===== src/rtl/cqr_pkg.sv =====
// shared types and constants for the circular queue with reverse
package cqr_pkg;

    localparam int CMD_W  = 2;
    localparam int STAT_W = 2;
    localparam int CFG_W  = 4;

    // command codes
    localparam logic [CMD_W-1:0] CMD_ENQ = 2'd0;
    localparam logic [CMD_W-1:0] CMD_DEQ = 2'd1;
    localparam logic [CMD_W-1:0] CMD_REV = 2'd2;

    // result status codes
    localparam logic [STAT_W-1:0] ST_DONE  = 2'd0;
    localparam logic [STAT_W-1:0] ST_FULL  = 2'd1;
    localparam logic [STAT_W-1:0] ST_EMPTY = 2'd2;

    typedef enum logic [1:0] {
        RSEL_HEAD,
        RSEL_LO,
        RSEL_HI
    } rsel_t;

    typedef enum logic [1:0] {
        WSEL_NONE,
        WSEL_TAIL,
        WSEL_LO,
        WSEL_HI
    } wsel_t;

    // controller to datapath
    typedef struct packed {
        logic                load;
        logic                enq;
        logic                deq;
        logic                rev_init;
        logic                rev_step;
        logic                cap_tmp;
        logic                respond;
        rsel_t               rsel;
        wsel_t               wsel;
        logic [STAT_W-1:0]   status;
    } ctl_t;

    // datapath to controller
    typedef struct packed {
        logic empty;
        logic full;
        logic multi;
        logic pair_last;
    } dp_stat_t;

endpackage


===== src/rtl/cqr_ctrl.sv =====
// controller state machine sequencing each request through the datapath
module cqr_ctrl
(
    input  logic                        clk,
    input  logic                        rst_n,
    input  logic                        start,
    input  logic [cqr_pkg::CMD_W-1:0]   cmd,
    input  cqr_pkg::dp_stat_t           stat,
    output logic                        busy,
    output cqr_pkg::ctl_t               ctl
);

    typedef enum logic [3:0] {
        S_IDLE,
        S_DQ_RD,
        S_EXEC,
        S_RLO,
        S_RHI,
        S_WLO,
        S_WHI,
        S_HEAD_RD,
        S_RESP
    } state_t;

    state_t                         state_reg, state_next;
    logic [cqr_pkg::CMD_W-1:0]      cmd_reg, cmd_next;
    logic [cqr_pkg::STAT_W-1:0]     status_reg, status_next;
    logic                           busy_reg, busy_next;

    always_comb
    begin
        state_next  = state_reg;
        cmd_next    = cmd_reg;
        status_next = status_reg;
        busy_next   = busy_reg;
        ctl         = '0;
        ctl.rsel    = cqr_pkg::RSEL_HEAD;
        ctl.wsel    = cqr_pkg::WSEL_NONE;
        ctl.status  = status_reg;
        case (state_reg)
            S_IDLE:
            begin
                if (start && !busy_reg)
                begin
                    ctl.load  = 1'b1;
                    cmd_next  = cmd;
                    busy_next = 1'b1;
                    case (cmd)
                        cqr_pkg::CMD_ENQ:
                        begin
                            status_next = stat.full ? cqr_pkg::ST_FULL : cqr_pkg::ST_DONE;
                            state_next  = stat.full ? S_HEAD_RD : S_EXEC;
                        end
                        cqr_pkg::CMD_DEQ:
                        begin
                            status_next = stat.empty ? cqr_pkg::ST_EMPTY : cqr_pkg::ST_DONE;
                            state_next  = stat.empty ? S_HEAD_RD : S_DQ_RD;
                        end
                        cqr_pkg::CMD_REV:
                        begin
                            status_next = stat.empty ? cqr_pkg::ST_EMPTY : cqr_pkg::ST_DONE;
                            state_next  = stat.multi ? S_EXEC : S_HEAD_RD;
                        end
                        default:
                        begin
                            status_next = cqr_pkg::ST_DONE;
                            state_next  = S_HEAD_RD;
                        end
                    endcase
                end
            end
            S_DQ_RD:
            begin
                ctl.rsel   = cqr_pkg::RSEL_HEAD;
                state_next = S_EXEC;
            end
            S_EXEC:
            begin
                case (cmd_reg)
                    cqr_pkg::CMD_ENQ:
                    begin
                        ctl.enq    = 1'b1;
                        ctl.wsel   = cqr_pkg::WSEL_TAIL;
                        state_next = S_HEAD_RD;
                    end
                    cqr_pkg::CMD_DEQ:
                    begin
                        ctl.deq    = 1'b1;
                        state_next = S_HEAD_RD;
                    end
                    default:
                    begin
                        ctl.rev_init = 1'b1;
                        state_next   = S_RLO;
                    end
                endcase
            end
            S_RLO:
            begin
                ctl.rsel   = cqr_pkg::RSEL_LO;
                state_next = S_RHI;
            end
            S_RHI:
            begin
                // low word lands now, high word is requested
                ctl.rsel    = cqr_pkg::RSEL_HI;
                ctl.cap_tmp = 1'b1;
                state_next  = S_WLO;
            end
            S_WLO:
            begin
                ctl.wsel   = cqr_pkg::WSEL_LO;
                state_next = S_WHI;
            end
            S_WHI:
            begin
                ctl.wsel     = cqr_pkg::WSEL_HI;
                ctl.rev_step = 1'b1;
                state_next   = stat.pair_last ? S_HEAD_RD : S_RLO;
            end
            S_HEAD_RD:
            begin
                ctl.rsel   = cqr_pkg::RSEL_HEAD;
                state_next = S_RESP;
            end
            S_RESP:
            begin
                ctl.respond = 1'b1;
                busy_next   = 1'b0;
                state_next  = S_IDLE;
            end
            default:
            begin
                busy_next  = 1'b0;
                state_next = S_IDLE;
            end
        endcase
    end

    always_ff @(posedge clk or negedge rst_n)
    begin
        if (!rst_n)
        begin
            state_reg  <= S_IDLE;
            cmd_reg    <= cqr_pkg::CMD_ENQ;
            status_reg <= cqr_pkg::ST_DONE;
            busy_reg   <= 1'b0;
        end
        else
        begin
            state_reg  <= state_next;
            cmd_reg    <= cmd_next;
            status_reg <= status_next;
            busy_reg   <= busy_next;
        end
    end

    assign busy = busy_reg;

    a_busy_matches_state: assert property (@(posedge clk) disable iff (!rst_n)
        busy_reg == (state_reg != S_IDLE))
        else $error("busy out of step with controller state");

    a_resp_returns_idle: assert property (@(posedge clk) disable iff (!rst_n)
        state_reg == S_RESP |=> state_reg == S_IDLE && !busy_reg)
        else $error("controller did not return to idle after response");

    a_swap_entry_reverse: assert property (@(posedge clk) disable iff (!rst_n)
        state_reg == S_RLO |-> cmd_reg == cqr_pkg::CMD_REV)
        else $error("swap sequence entered for a non-reverse request");

endmodule


===== src/rtl/cqr_dpath.sv =====
// datapath: ring storage, pointers, occupancy, capacity register and result registers
module cqr_dpath
#(
    parameter int DEPTH      = 8,
    parameter int DATA_WIDTH = 32
)
(
    input  logic                            clk,
    input  logic                            rst_n,
    input  cqr_pkg::ctl_t                   ctl,
    input  logic [DATA_WIDTH-1:0]           data_in,
    input  logic                            cfg_we,
    input  logic [cqr_pkg::CFG_W-1:0]       cfg_data,
    output cqr_pkg::dp_stat_t               stat,
    output logic                            done,
    output logic [cqr_pkg::STAT_W-1:0]      status,
    output logic [DATA_WIDTH-1:0]           data_out,
    output logic [DATA_WIDTH-1:0]           head_value,
    output logic                            is_empty,
    output logic                            is_full,
    output logic [$clog2(DEPTH+1)-1:0]      occupancy
);

    localparam int AW    = $clog2(DEPTH);
    localparam int CNT_W = $clog2(DEPTH+1);
    localparam int CMP_W = (CNT_W > cqr_pkg::CFG_W) ? CNT_W : cqr_pkg::CFG_W;

    logic [DATA_WIDTH-1:0]  mem [DEPTH];
    logic [DATA_WIDTH-1:0]  rdata_reg;

    logic [AW-1:0]          head_reg, head_next;
    logic [AW-1:0]          tail_reg, tail_next;
    logic [CNT_W-1:0]       count_reg, count_next;
    logic [CNT_W-1:0]       cap_reg, cap_next;
    logic [AW-1:0]          lo_reg, lo_next;
    logic [AW-1:0]          hi_reg, hi_next;
    logic [CNT_W-1:0]       pairs_reg, pairs_next;
    logic [DATA_WIDTH-1:0]  tmp_reg;
    logic [DATA_WIDTH-1:0]  din_reg;
    logic [DATA_WIDTH-1:0]  dout_reg;

    logic                   done_reg;
    logic [cqr_pkg::STAT_W-1:0] status_reg;
    logic [DATA_WIDTH-1:0]  data_out_reg;
    logic [DATA_WIDTH-1:0]  head_value_reg;
    logic                   is_empty_reg;
    logic                   is_full_reg;
    logic [CNT_W-1:0]       occupancy_reg;

    logic [AW-1:0]          raddr;
    logic [AW-1:0]          waddr;
    logic [DATA_WIDTH-1:0]  wdata;
    logic                   we;
    logic [CMP_W-1:0]       cfg_ext;
    logic [CNT_W-1:0]       cap_clamped;

    function automatic logic [AW-1:0] ring_next(input logic [AW-1:0] i,
                                                 input logic [CNT_W-1:0] cap);
        logic [CNT_W-1:0] inc;
        inc = CNT_W'(i) + CNT_W'(1);
        return (inc >= cap) ? '0 : AW'(inc);
    endfunction

    function automatic logic [AW-1:0] ring_prev(input logic [AW-1:0] i,
                                                 input logic [CNT_W-1:0] cap);
        logic [CNT_W-1:0] top;
        top = cap - CNT_W'(1);
        return (i == '0) ? AW'(top) : i - AW'(1);
    endfunction

    // out-of-range capacity writes saturate into one to depth
    always_comb
    begin
        cfg_ext = CMP_W'(cfg_data);
        if (cfg_data == '0)
            cap_clamped = CNT_W'(1);
        else if (cfg_ext > CMP_W'(DEPTH))
            cap_clamped = CNT_W'(DEPTH);
        else
            cap_clamped = CNT_W'(cfg_ext);
    end

    always_comb
    begin
        case (ctl.rsel)
            cqr_pkg::RSEL_LO: raddr = lo_reg;
            cqr_pkg::RSEL_HI: raddr = hi_reg;
            default:          raddr = head_reg;
        endcase
        we = 1'b1;
        case (ctl.wsel)
            cqr_pkg::WSEL_TAIL:
            begin
                waddr = tail_reg;
                wdata = din_reg;
            end
            cqr_pkg::WSEL_LO:
            begin
                waddr = lo_reg;
                wdata = rdata_reg;
            end
            cqr_pkg::WSEL_HI:
            begin
                waddr = hi_reg;
                wdata = tmp_reg;
            end
            default:
            begin
                we    = 1'b0;
                waddr = tail_reg;
                wdata = din_reg;
            end
        endcase
    end

    always_ff @(posedge clk)
    begin
        if (we)
            mem[waddr] <= wdata;
        rdata_reg <= mem[raddr];
    end

    always_comb
    begin
        head_next  = head_reg;
        tail_next  = tail_reg;
        count_next = count_reg;
        cap_next   = cap_reg;
        lo_next    = lo_reg;
        hi_next    = hi_reg;
        pairs_next = pairs_reg;
        if (cfg_we && count_reg == '0)
        begin
            cap_next  = cap_clamped;
            head_next = '0;
            tail_next = '0;
        end
        if (ctl.enq)
        begin
            tail_next  = ring_next(tail_reg, cap_reg);
            count_next = count_reg + CNT_W'(1);
        end
        if (ctl.deq)
        begin
            head_next  = ring_next(head_reg, cap_reg);
            count_next = count_reg - CNT_W'(1);
        end
        if (ctl.rev_init)
        begin
            lo_next    = head_reg;
            hi_next    = ring_prev(tail_reg, cap_reg);
            pairs_next = count_reg >> 1;
        end
        if (ctl.rev_step)
        begin
            lo_next    = ring_next(lo_reg, cap_reg);
            hi_next    = ring_prev(hi_reg, cap_reg);
            pairs_next = pairs_reg - CNT_W'(1);
        end
    end

    always_ff @(posedge clk or negedge rst_n)
    begin
        if (!rst_n)
        begin
            head_reg  <= '0;
            tail_reg  <= '0;
            count_reg <= '0;
            cap_reg   <= CNT_W'(DEPTH);
            lo_reg    <= '0;
            hi_reg    <= '0;
            pairs_reg <= '0;
            done_reg  <= 1'b0;
        end
        else
        begin
            head_reg  <= head_next;
            tail_reg  <= tail_next;
            count_reg <= count_next;
            cap_reg   <= cap_next;
            lo_reg    <= lo_next;
            hi_reg    <= hi_next;
            pairs_reg <= pairs_next;
            done_reg  <= ctl.respond;
        end
    end

    always_ff @(posedge clk)
    begin
        if (ctl.load)
        begin
            din_reg  <= data_in;
            dout_reg <= '1;
        end
        if (ctl.deq)
            dout_reg <= rdata_reg;
        if (ctl.cap_tmp)
            tmp_reg <= rdata_reg;
        if (ctl.respond)
        begin
            status_reg     <= ctl.status;
            data_out_reg   <= dout_reg;
            head_value_reg <= (count_reg == '0) ? '1 : rdata_reg;
            is_empty_reg   <= (count_reg == '0);
            is_full_reg    <= (count_reg == cap_reg);
            occupancy_reg  <= count_reg;
        end
    end

    assign stat.empty     = (count_reg == '0);
    assign stat.full      = (count_reg >= cap_reg);
    assign stat.multi     = (count_reg >= CNT_W'(2));
    assign stat.pair_last = (pairs_reg == CNT_W'(1));

    assign done       = done_reg;
    assign status     = status_reg;
    assign data_out   = data_out_reg;
    assign head_value = head_value_reg;
    assign is_empty   = is_empty_reg;
    assign is_full    = is_full_reg;
    assign occupancy  = occupancy_reg;

    a_count_in_capacity: assert property (@(posedge clk) disable iff (!rst_n)
        count_reg <= cap_reg)
        else $error("occupancy exceeds capacity in use");

    a_pointers_meet: assert property (@(posedge clk) disable iff (!rst_n)
        (count_reg == '0 || count_reg == cap_reg) |-> head_reg == tail_reg)
        else $error("head and tail disagree on an empty or full ring");

    a_head_in_ring: assert property (@(posedge clk) disable iff (!rst_n)
        CNT_W'(head_reg) < cap_reg && CNT_W'(tail_reg) < cap_reg)
        else $error("ring pointer beyond capacity in use");

    a_done_single: assert property (@(posedge clk) disable iff (!rst_n)
        done_reg |=> !done_reg)
        else $error("result strobe held for more than one cycle");

endmodule


===== src/rtl/circular_queue_with_reverse.sv =====
// top level of the circular queue with in-place reverse
//
// a ring of DEPTH words of DATA_WIDTH bits, of which capacity_in_use slots are used.
// a request (cmd, data_in) is taken at a clock edge with start high and busy low;
// cmd 0 enqueues data_in, 1 dequeues the oldest word, 2 reverses the stored order.
// exactly one result follows each request: done is high for one cycle with status,
// data_out, head_value, is_empty, is_full and occupancy, and the receiver cannot
// hold it off. busy falls in the same cycle as done, so the next request may start.
// the ring memory has one read and one write port, and its read is registered;
// a dequeue first reads the head word, and a reverse swaps floor(occupancy/2)
// pairs with one read-read-write-write round each; a rejected request, cmd 3
// and the reverse of a single word go straight to reading the head word.
// the capacity register is written on cfg_valid with cfg_ready, which is high
// whenever the block is not busy; a write is ignored unless the queue is empty,
// and when taken also returns both ring pointers to slot 0. 0 acts as 1, values
// above DEPTH act as DEPTH.
// reset empties the queue and sets capacity to DEPTH; storage is not cleared.
module circular_queue_with_reverse
#(
    parameter int DEPTH      = 8,
    parameter int DATA_WIDTH = 32
)
(
    input  logic                            clk,
    input  logic                            rst_n,
    input  logic                            start,
    output logic                            busy,
    input  logic [cqr_pkg::CMD_W-1:0]       cmd,
    input  logic [DATA_WIDTH-1:0]           data_in,
    input  logic                            cfg_valid,
    output logic                            cfg_ready,
    input  logic [cqr_pkg::CFG_W-1:0]       cfg_data,
    output logic                            done,
    output logic [cqr_pkg::STAT_W-1:0]      status,
    output logic [DATA_WIDTH-1:0]           data_out,
    output logic [DATA_WIDTH-1:0]           head_value,
    output logic                            is_empty,
    output logic                            is_full,
    output logic [$clog2(DEPTH+1)-1:0]      occupancy
);

    cqr_pkg::ctl_t      ctl;
    cqr_pkg::dp_stat_t  stat;
    logic               busy_int;

    cqr_ctrl u_ctrl
    (
        .clk   (clk),
        .rst_n (rst_n),
        .start (start),
        .cmd   (cmd),
        .stat  (stat),
        .busy  (busy_int),
        .ctl   (ctl)
    );

    cqr_dpath
    #(
        .DEPTH      (DEPTH),
        .DATA_WIDTH (DATA_WIDTH)
    )
    u_dpath
    (
        .clk        (clk),
        .rst_n      (rst_n),
        .ctl        (ctl),
        .data_in    (data_in),
        .cfg_we     (cfg_valid && !busy_int),
        .cfg_data   (cfg_data),
        .stat       (stat),
        .done       (done),
        .status     (status),
        .data_out   (data_out),
        .head_value (head_value),
        .is_empty   (is_empty),
        .is_full    (is_full),
        .occupancy  (occupancy)
    );

    assign busy      = busy_int;
    assign cfg_ready = !busy_int;

endmodule


===== config.mk =====
export PLATFORM = sky130hd
export DESIGN_NAME = circular_queue_with_reverse
export DESIGN_NICKNAME = d
export VERILOG_FILES = /design/src/rtl/cqr_pkg.sv /design/src/rtl/cqr_ctrl.sv /design/src/rtl/cqr_dpath.sv /design/src/rtl/circular_queue_with_reverse.sv
export SDC_FILE = /design/constraint.sdc
export NUM_CORES = 1
export LEC_CHECK = 0
export ABC_CLOCK_PERIOD_IN_PS = 11370
export BUFFER_PORTS_ARGS = -buffer_cell sky130_fd_sc_hd__buf_2
export CAP_MARGIN = 20
export CORE_MARGIN = 1
export CORE_UTILIZATION = 36
export CTS_BUF_LIST = sky130_fd_sc_hd__clkbuf_16
export DETAILED_ROUTE_END_ITERATION = 12
export PLACE_DENSITY_LB_ADDON = 0.12
export SLEW_MARGIN = 40
export SYNTH_ARGS = -nofsm -noshare
export SYNTH_HDL_FRONTEND = slang
export SYNTH_SLANG_ARGS = --single-unit

===== constraint.sdc =====
create_clock -name clk -period 11.37 [get_ports clk]
set_input_delay 1.137 -clock clk [delete_from_list [all_inputs] [get_ports clk]]
set_output_delay 1.137 -clock clk [all_outputs]
set_load 0.1 [all_outputs]

# Word-level counts from Yosys, hierarchy flattened
# Memories as Yosys holds them, arrays and structs flattened. A register that Yosys moved wholly into a read port is not among the register bits.
# Index checks and enable logic that the tools add are counted.
[totals]
ff_bits = 202
ramBits = 256
in_bits = 42
output_inout_bits = 75
elab_cells = 130
n_memories = 1
[op_classes]
n_addsub = 9
order_cmp = 6
eq_ne = 19
muxes = 51
bitwise_logic = 1
n_reduce_logical = 22
[memory_table]
columns = ["memory", "depth", "width", "rd", "rd_clocked_by_memory_dff", "write_ports", "line", "text"]
rows = [
  ["u_dpath.mem", 8, 32, 1, 1, 1, "cqr_dpath.sv:28", "logic [DATA_WIDTH-1:0] mem [DEPTH];"],
]
[ops]
columns = ["operator", "n"]
rows = [
  ["two-way mux 32 bit", 2],
  ["case mux 32 bit (2 select lines)", 1],
  ["two-way mux 3 bit", 18],
  ["case mux 4 bit (8 select lines)", 1],
  ["two-way mux 4 bit", 7],
  ["equality test 4 x 3 -> 1 bit (second input constant)", 4],
  [">= comparator 4 bit", 4],
  ["two-way mux 1 bit", 14],
  ["adder 3 x 1 -> 4 bit (second input constant)", 3],
  ["logical NOT 4 bit", 3],
  ["case mux 3 bit (2 select lines)", 2],
  ["case mux 4 bit (3 select lines)", 1],
  ["nonzero test 2 bit", 5],
  ["subtractor 3 x 1 -> 3 bit (second input constant)", 3],
  ["equality test 2 x 1 -> 1 bit (second input constant)", 4],
  ["equality test 2 bit (second input constant)", 4],
  ["equality test 4 x 1 -> 1 bit (second input constant)", 2],
  ["equality test 4 x 2 -> 1 bit (second input constant)", 2],
  ["case mux 2 bit (2 select lines)", 2],
  ["subtractor 4 x 1 -> 4 bit (second input constant)", 2],
  ["OR reduction 7 bit", 1],
  ["logical NOT 3 bit", 2],
  ["case mux 2 bit (3 select lines)", 1],
  ["adder 4 x 1 -> 4 bit (second input constant)", 1],
  ["14 further kinds", 19],
]

# Logic depth before layout (Yosys ltp)
# Gate-level depths: netlist of the first run.
[logic_depth]
depth_word = 8
depth_mapped = 13
ltp_nobuf = 9

# By module
# From an unflattened synthesis of the first run, not the netlist that was laid out.
[unflattened]
cells_unflattened = 1191
area_unflattened_um2 = 19642.6
[by_module_without_submodules]
columns = ["module", "n_inst", "cells_each", "area_per_inst_um2", "seq_area_each_um2"]
rows = [
  ["cqr_dpath", 1, 1118, 19018.2, 13999.7],
  ["cqr_ctrl", 1, 71, 614.3, 225.2],
  ["circular_queue_with_reverse", 1, 2, 10.0, 0.0],
]

# Worst setup path before layout of the first run
# OpenSTA, ideal clock, no wires.
[synth_path]
path_kind = "flip-flop to flip-flop"
from = "register u_ctrl.state_reg[2]"
to = "register u_dpath.done_reg, in the netlist u_dpath.done"
setup_time_ps = 877
arrival_ps = 8176
required_time_ps = 10493
path_slack_ps = 2318
path_stages_with_launch = 4
n_path_buf = 2
period_less_slack_ps = 9052
cell_sequence = "dfrtp_1 -> buf_2 -> buf_1 -> nor4b_1"
[synth_lines]
columns = ["element", "line", "text"]
rows = [
  ["start: declaration", "cqr_ctrl.sv:25", "state_t state_reg, state_next;"],
  ["start signal: assignment", "cqr_ctrl.sv:151", "state_reg <= state_next;"],
  ["end signal: assignment", "cqr_dpath.sv:184", "done_reg <= ctl.respond;"],
  ["end: declaration", "cqr_dpath.sv:42", "logic done_reg;"],
]

# Worst setup path in the final report of the first run
[layout_path]
from = "register u_ctrl.state_reg[2]"
to = "register u_dpath.rdata_reg[1], read port of u_dpath.mem"
[layout_via]
elab_chain_cells = 4
elab_cells_between_ends = 6
cone_classes = "eq/ne (4); mux (2)"
[layout_rtl]
columns = ["element", "line", "text"]
rows = [
  ["equality test 4 x 3 -> 1 bit / equality test 4 x 2 -> 1 bit (equally long branches)", "cqr_ctrl.sv:40", "case (state_reg)"],
  ["case mux 2 bit (2 select lines) *", "cqr_ctrl.sv:40", ""],
  ["equality test 2 bit / equality test 2 x 1 -> 1 bit (equally long branches)", "cqr_dpath.sv:85", "case (ctl.rsel)"],
  ["case mux 3 bit (2 select lines) *", "cqr_dpath.sv:85", ""],
  ["end: declaration", "cqr_dpath.sv:29", "logic [DATA_WIDTH-1:0] rdata_reg;"],
]
# Every way passes the cells marked *; elsewhere a longest branch is shown, timed or not.
# A chain may end at the register's enable or synchronous reset.

==> results.sh, run 1 <==
export IMPL_status="completed"
export IMPL_clock_path_buffers=3
export IMPL_synth_edf_count=424
export IMPL_top_register="u_dpath.mem"
export IMPL_htreeDepth=2
export IMPL_drive_gt1_share_pct=21.8
export IMPL_final_common_cell="edfxtp_1"
export IMPL_hold_violations=0
export IMPL_dp_hpwl_um=25800
export IMPL_antenna_found_initial=0
export IMPL_setup_violations_final=0
export IMPL_wl_per_cell_um=21.8
export IMPL_worst_slack_ns=7.18
export IMPL_gr_total_overflow=0
export IMPL_cts_buffers_inserted=52
export IMPL_synthFlopType="edfxtp_1"
export IMPL_vias=10400
export IMPL_largest_reg_flops=256
export IMPL_fmax_ghz=0.238
export IMPL_rows=83
export IMPL_critPathMaxFanout=71
export IMPL_yosys_warnings=0
export IMPL_syn_inst=1200
export IMPL_critPathLaunchType="register"
export IMPL_synth_area_mm2=0.0190
export IMPL_path_class="register to register"
export IMPL_p_leak_uw=0.00781
export IMPL_critical_path_required_ns=11.84
export IMPL_routabilityCongestion=0.749
export IMPL_postCtsHoldBufs=0
export IMPL_max_cap_viol_count=0
export IMPL_initial_utilization_pct=36.7
export IMPL_coreArea_mm2=0.0517
export IMPL_grt_pass1_wl_um=67000
export IMPL_dieHeight_um=232
export IMPL_hp_class="register to register"
export IMPL_grt_max_degree=74
export IMPL_p_per_area_mw_per_mm2=294
export IMPL_first_pass_iters=5
export IMPL_grt_pass1_vias=10400
export IMPL_fin_setup_tns_ns=0
export IMPL_final_cell_mix="424 x edfxtp_1, 154 x nand2_1, 115 x buf_2, 97 x mux2i_1, 65 x or2_2"
export IMPL_rsz0062_at_grt="no"
export IMPL_cts_setup_buffers=0
export IMPL_cts_root_buf="clkbuf_16"
export IMPL_clk_pin_slew_worst_paths_ns=0.06
export IMPL_cts_resized=0
export IMPL_nNetsFinal=1416
export IMPL_route_detailed_drc=0
export IMPL_drt_antenna_violating_nets=0
export IMPL_worstMarginPinSlew_ns=0.806
export IMPL_syn_to_final_growth_pct=16.6
export IMPL_period_needed_ns=4.19
export IMPL_vias_per_cell=5.03
export IMPL_clk_latency_ns=0.60
export IMPL_synth_seq_cells=490
export IMPL_fp_dieW_um=232
export IMPL_synthesis_nets=1277
export IMPL_maxSlewHeadroom_pct=46.2
export IMPL_skew_ns=0.0375
export IMPL_cts_tree="done"
export IMPL_ios=117
export IMPL_p_total_uw=6510
export IMPL_wirelength_um=44900
export IMPL_die_area_mm2=0.0536
export IMPL_synth_seq_area_share_pct=75.0
export IMPL_drt_iter0_drc=750
export IMPL_cts_sinks=490
export IMPL_grt_total_usage_pct=16.9
export IMPL_pre_cts_ws_ns=7.11
export IMPL_worst_ep_arrival_time_ns=4.67
export IMPL_end_kind="register"
export IMPL_synth_async_reset_ratio_pct=6.94
export IMPL_slew_violations=0
export IMPL_ys_types=62
export IMPL_io_buffers=116
export IMPL_vdd_drop_max_uv=219
export IMPL_postSynthAreaPerCell_um2=15.8
export IMPL_min_period_over_period_pct=36.9
## per-layer routing
metal	global-route usage (%)	wire length, um	vias up
li1	-	-	4860
met1	23.8	21200	5192
met2	26.8	20700	250
met3	3.35	2200	70
met4	4.38	868	0
met5	0	0	-
## cell families after synthesis
logic type	Yosys count	synth area share [%]
buf+inv	86	2.02
simple gates	306	7.92
mux	98	5.18
compound gates	177	7.18
fa+ha+maj	35	2.35
flops	490	75.0
xor+xnor	8	0.369
## cells in the mapped netlist, types with 2 or more instances
master	count	share of area, %
buf_2	15	0.40
o211ai_1	3	0.12
edfxtp_1	424	67
inv_1	29	0.57
o2bb2ai_1	2	0.092
and3_1	6	0.20
nor4bb_1	2	0.11
nand3b_1	2	0.079
or2_2	65	2.1
a211o_1	2	0.092
a21o_1	2	0.079
nand2_1	155	3.1
ha_1	34	2.2
xor2_1	4	0.18
nand2b_1	14	0.46
nor4_1	3	0.099
a211oi_1	6	0.24
dfxtp_1	32	3.4
o21ai_0	26	0.69
nor3_1	14	0.37
buf_6	3	0.18
nor2_1	23	0.46
or4_4	2	0.12
o21a_1	5	0.20
nor2b_1	3	0.099
a221oi_1	33	1.5
o221ai_1	3	0.14
a32o_1	32	1.7
buf_4	5	0.20
xnor2_1	4	0.18
a21boi_0	2	0.079
a21oi_1	15	0.40
and2_1	2	0.066
buf_1	5	0.099
nand3_1	3	0.079
a31oi_1	2	0.066
or3_1	2	0.066
a22oi_1	36	1.4
mux2i_1	97	5.1
dfrtp_1	33	4.4
clkbuf_1	29	0.57
## area by class of cell
type,instances,area (um^2)
Tap cell,680,851
Timing Repair Buffer,142,798
Antenna cell,1,2.50
Clock buffer,53,1330
Sequential cell,490,14200
Clock inverter,43,350
Inverter,29,110
Multi-Input combinational cell,624,4460
Fill cell,4678,29600
## per-stage QoR
step	area, um^2	instances	hold WS [ns]	utilization [%]
finish	22100	2062	0.417	42.8
global route	22100	2061	0.421	42.8
CTS	22100	2061	0.419	42.8
detailed placement	20400	1965	0.405	39.5
global placement	20400	1964	0.402	39.4
floorplan	19000	1200	0.400	-
## critical path, stage by stage (launching register included)
cell and delay [ns]:
dfrtp_1 0.73, nand2b_1 0.14, nand2b_1 0.19, inv_1 0.06, buf_4 0.50, ha_1 0.31
a221o_1 0.22, and2_4 0.53, buf_6 0.70, mux2i_1 0.18, a32o_1 0.24, a221oi_1 0.21
## path summary, 6_finish.rpt
check                                                   startpoint                              end  slack (ns)  depth (start not counted)
worst max-delay path               u_ctrl.state_reg[2]$_DFFE_PN0P_     u_dpath.rdata_reg[1]$_DFF_P_        7.18                         11
worst min-delay path            u_dpath.dout_reg[22]$_SDFFCE_PN1P_   u_dpath.data_out[22]$_DFFE_PP_        0.42                          0
worst max register to register     u_ctrl.state_reg[2]$_DFFE_PN0P_     u_dpath.rdata_reg[1]$_DFF_P_        7.18                         11
worst min register to register  u_dpath.dout_reg[22]$_SDFFCE_PN1P_   u_dpath.data_out[22]$_DFFE_PP_        0.42                          0
max in group asynchronous                                    rst_n  u_dpath.tail_reg[2]$_DFFE_PN0P_       10.49                          1
min in group asynchronous                                    rst_n   u_dpath.cap_reg[1]$_DFFE_PN0P_        0.51                          1
## power by group
part	leakage (uW)	internal [uW]	total, uW	switching [uW]
Clock	0.000867	958	1650	692
Sequential	0.00447	2550	2820	261
Combinational	0.00247	693	2040	1350
Total	0.00781	4210	6510	2300
Power figures use the tool's default switching activity.
==> run 2: changes to the inputs <==
ABC_CLOCK_PERIOD_IN_PS = 4300   (was 11370)
clock period = 4.3 ns   (was 11.37 ns; I/O delays follow)
==> results.sh, run 2 (same netlist as run 1, synthesis figures left out) <==
export IMPL_status="completed"
export IMPL_fp_dieW_um=232
export IMPL_period_needed_ns=3.29
export IMPL_worst_slack_ns=1.01
export IMPL_cts_setup_buffers=0
export IMPL_slew_violations=0
export IMPL_drive_gt1_share_pct=21.3
export IMPL_clock_path_buffers=3
export IMPL_wirelength_um=43200
export IMPL_worst_ep_arrival_time_ns=3.58
export IMPL_clk_pin_slew_worst_paths_ns=0.06
export IMPL_hold_violations=0
export IMPL_vdd_drop_max_uv=766
export IMPL_fin_setup_tns_ns=0
export IMPL_grt_max_degree=97
export IMPL_vias=10400
export IMPL_grt_total_usage_pct=16.3
export IMPL_wl_met2_um=19300
export IMPL_routabilityCongestion=0.749
export IMPL_fin_cells=2102
export IMPL_dp_hpwl_um=25400
export IMPL_route_detailed_drc=0
export IMPL_ios=117
export IMPL_gr_total_overflow=0
export IMPL_p_total_uw=17100
export IMPL_cts_sinks=490
export IMPL_worstMarginPinSlew_ns=0.756
export IMPL_end_kind="register"
export IMPL_rsz0062_at_grt="no"
export IMPL_dieHeight_um=232
export IMPL_wl_met1_um=21200
export IMPL_skew_ns=0.0258
export IMPL_pre_cts_ws_ns=1.01
export IMPL_min_period_over_period_pct=76.4
export IMPL_maxSlewHeadroom_pct=49.6
export IMPL_largest_reg_flops=256
export IMPL_path_class="register to register"
export IMPL_critPathMaxFanout=43
export IMPL_rows=83
export IMPL_drt_antenna_violating_nets=0
export IMPL_die_area_mm2=0.0536
export IMPL_critical_path_required_ns=4.59
export IMPL_p_leak_uw=0.00796
export IMPL_coreArea_mm2=0.0517
export IMPL_antenna_found_initial=0
export IMPL_top_register="u_dpath.mem"
export IMPL_critPathLaunchType="register"
export IMPL_routed_top_layer="met4"
export IMPL_place_inst=1967
export IMPL_wl_per_cell_um=20.5
export IMPL_hp_class="input pin to register"
export IMPL_final_cell_mix="424 x edfxtp_1, 155 x nand2_1, 115 x buf_2, 97 x mux2i_1, 65 x or2_2"
export IMPL_first_pass_iters=5
export IMPL_p_per_area_mw_per_mm2=763
export IMPL_final_common_cell="edfxtp_1"
export IMPL_nNetsFinal=1452
export IMPL_cts_buffers_inserted=53
export IMPL_fmax_ghz=0.304
export IMPL_setup_violations_final=0
export IMPL_initial_utilization_pct=36.7
export IMPL_io_buffers=116
export IMPL_htreeDepth=2
export IMPL_cts_root_buf="clkbuf_16"
export IMPL_grt_pass1_wl_um=65500
export IMPL_drt_iter0_drc=761
export IMPL_cts_tree="done"
export IMPL_routed_wl_met3_um=1870
export IMPL_vias_per_cell=4.96
export IMPL_grt_pass1_vias=10500
export IMPL_clk_latency_ns=0.60
export IMPL_max_cap_viol_count=0
export IMPL_syn_to_final_growth_pct=18.3
## run 2: cell types whose count changed in the layout (fill, tap and decap cells not counted), sizes merged
cell and change:
dlygate4sd3 +33, inv +9, clkinv -3, buf +2
bufinv -2, diode +1
## run 2: worst paths after layout
| path | from | end | slack (ns) | cells past startpoint |
|---|---|---|---|---|
| worst min-delay path | cfg_data[3] | u_dpath.cap_reg[0]$_DFFE_PN0P_ | 0.06 | 2 |
| worst min register to register | u_dpath.dout_reg[17]$_SDFFCE_PN1P_ | u_dpath.data_out[17]$_DFFE_PP_ | 0.42 | 0 |
| min in group asynchronous | rst_n | u_dpath.cap_reg[0]$_DFFE_PN0P_ | 0.33 | 2 |
| max in group asynchronous | rst_n | u_dpath.hi_reg[1]$_DFFE_PN0P_ | 3.60 | 2 |
| worst max-delay path | u_ctrl.state_reg[1]$_DFFE_PN0P_ | u_dpath.mem[1][15]$_DFFE_PP_ | 1.01 | 7 |
| worst max register to register | u_ctrl.state_reg[1]$_DFFE_PN0P_ | u_dpath.mem[1][15]$_DFFE_PP_ | 1.01 | 7 |
## run 2: layer usage
metal  global-route usage (%)  vias to the layer above
met5                        0                        -
met1                     23.8                     5205
met2                     25.0                      216
met3                     2.73                       54
met4                     4.52                        0
li1                         -                     4941
## run 2: layout make-up
class | instances | area, um^2
inverter | 29 | 110
fill | 4670 | 29300
sequential | 490 | 14200
clock inverter | 47 | 307
multi-input combinational | 624 | 4460
antenna | 2 | 5.00
tap | 680 | 851
clock buffer | 53 | 1330
timing repair buffer | 177 | 1150
## run 2: timing repair
action / CTS / global route
hold endpoints to repair: 65 / 0
hold buffers: 33 / 0
gates resized for setup: 0 / 0
## run 2: per-stage QoR
step                      utilization, %  hold WS, ns  area [um^2]
final                               43.4       0.0557        22400
after floorplan                        -        0.134        19000
after global routing                43.4       0.0425        22400
after global placement              39.5        0.402        20400
after CTS                           43.4       0.0153        22400
after detailed placement            39.6        0.405        20500
## run 2: power breakdown
part	internal [uW]	switching [uW]	total, uW
registers	6760	690	7450
clock network	2420	1830	4250
logic	1870	3550	5420
## run 2: worst max-delay path, stage by stage, from the launching register on
cell and delay (ns):
dfrtp_1 0.66, nor4bb_4 0.36, buf_4 0.55, or2_2 0.22, o21ai_1 0.13, inv_1 0.17
and3_2 0.59, buf_4 0.28
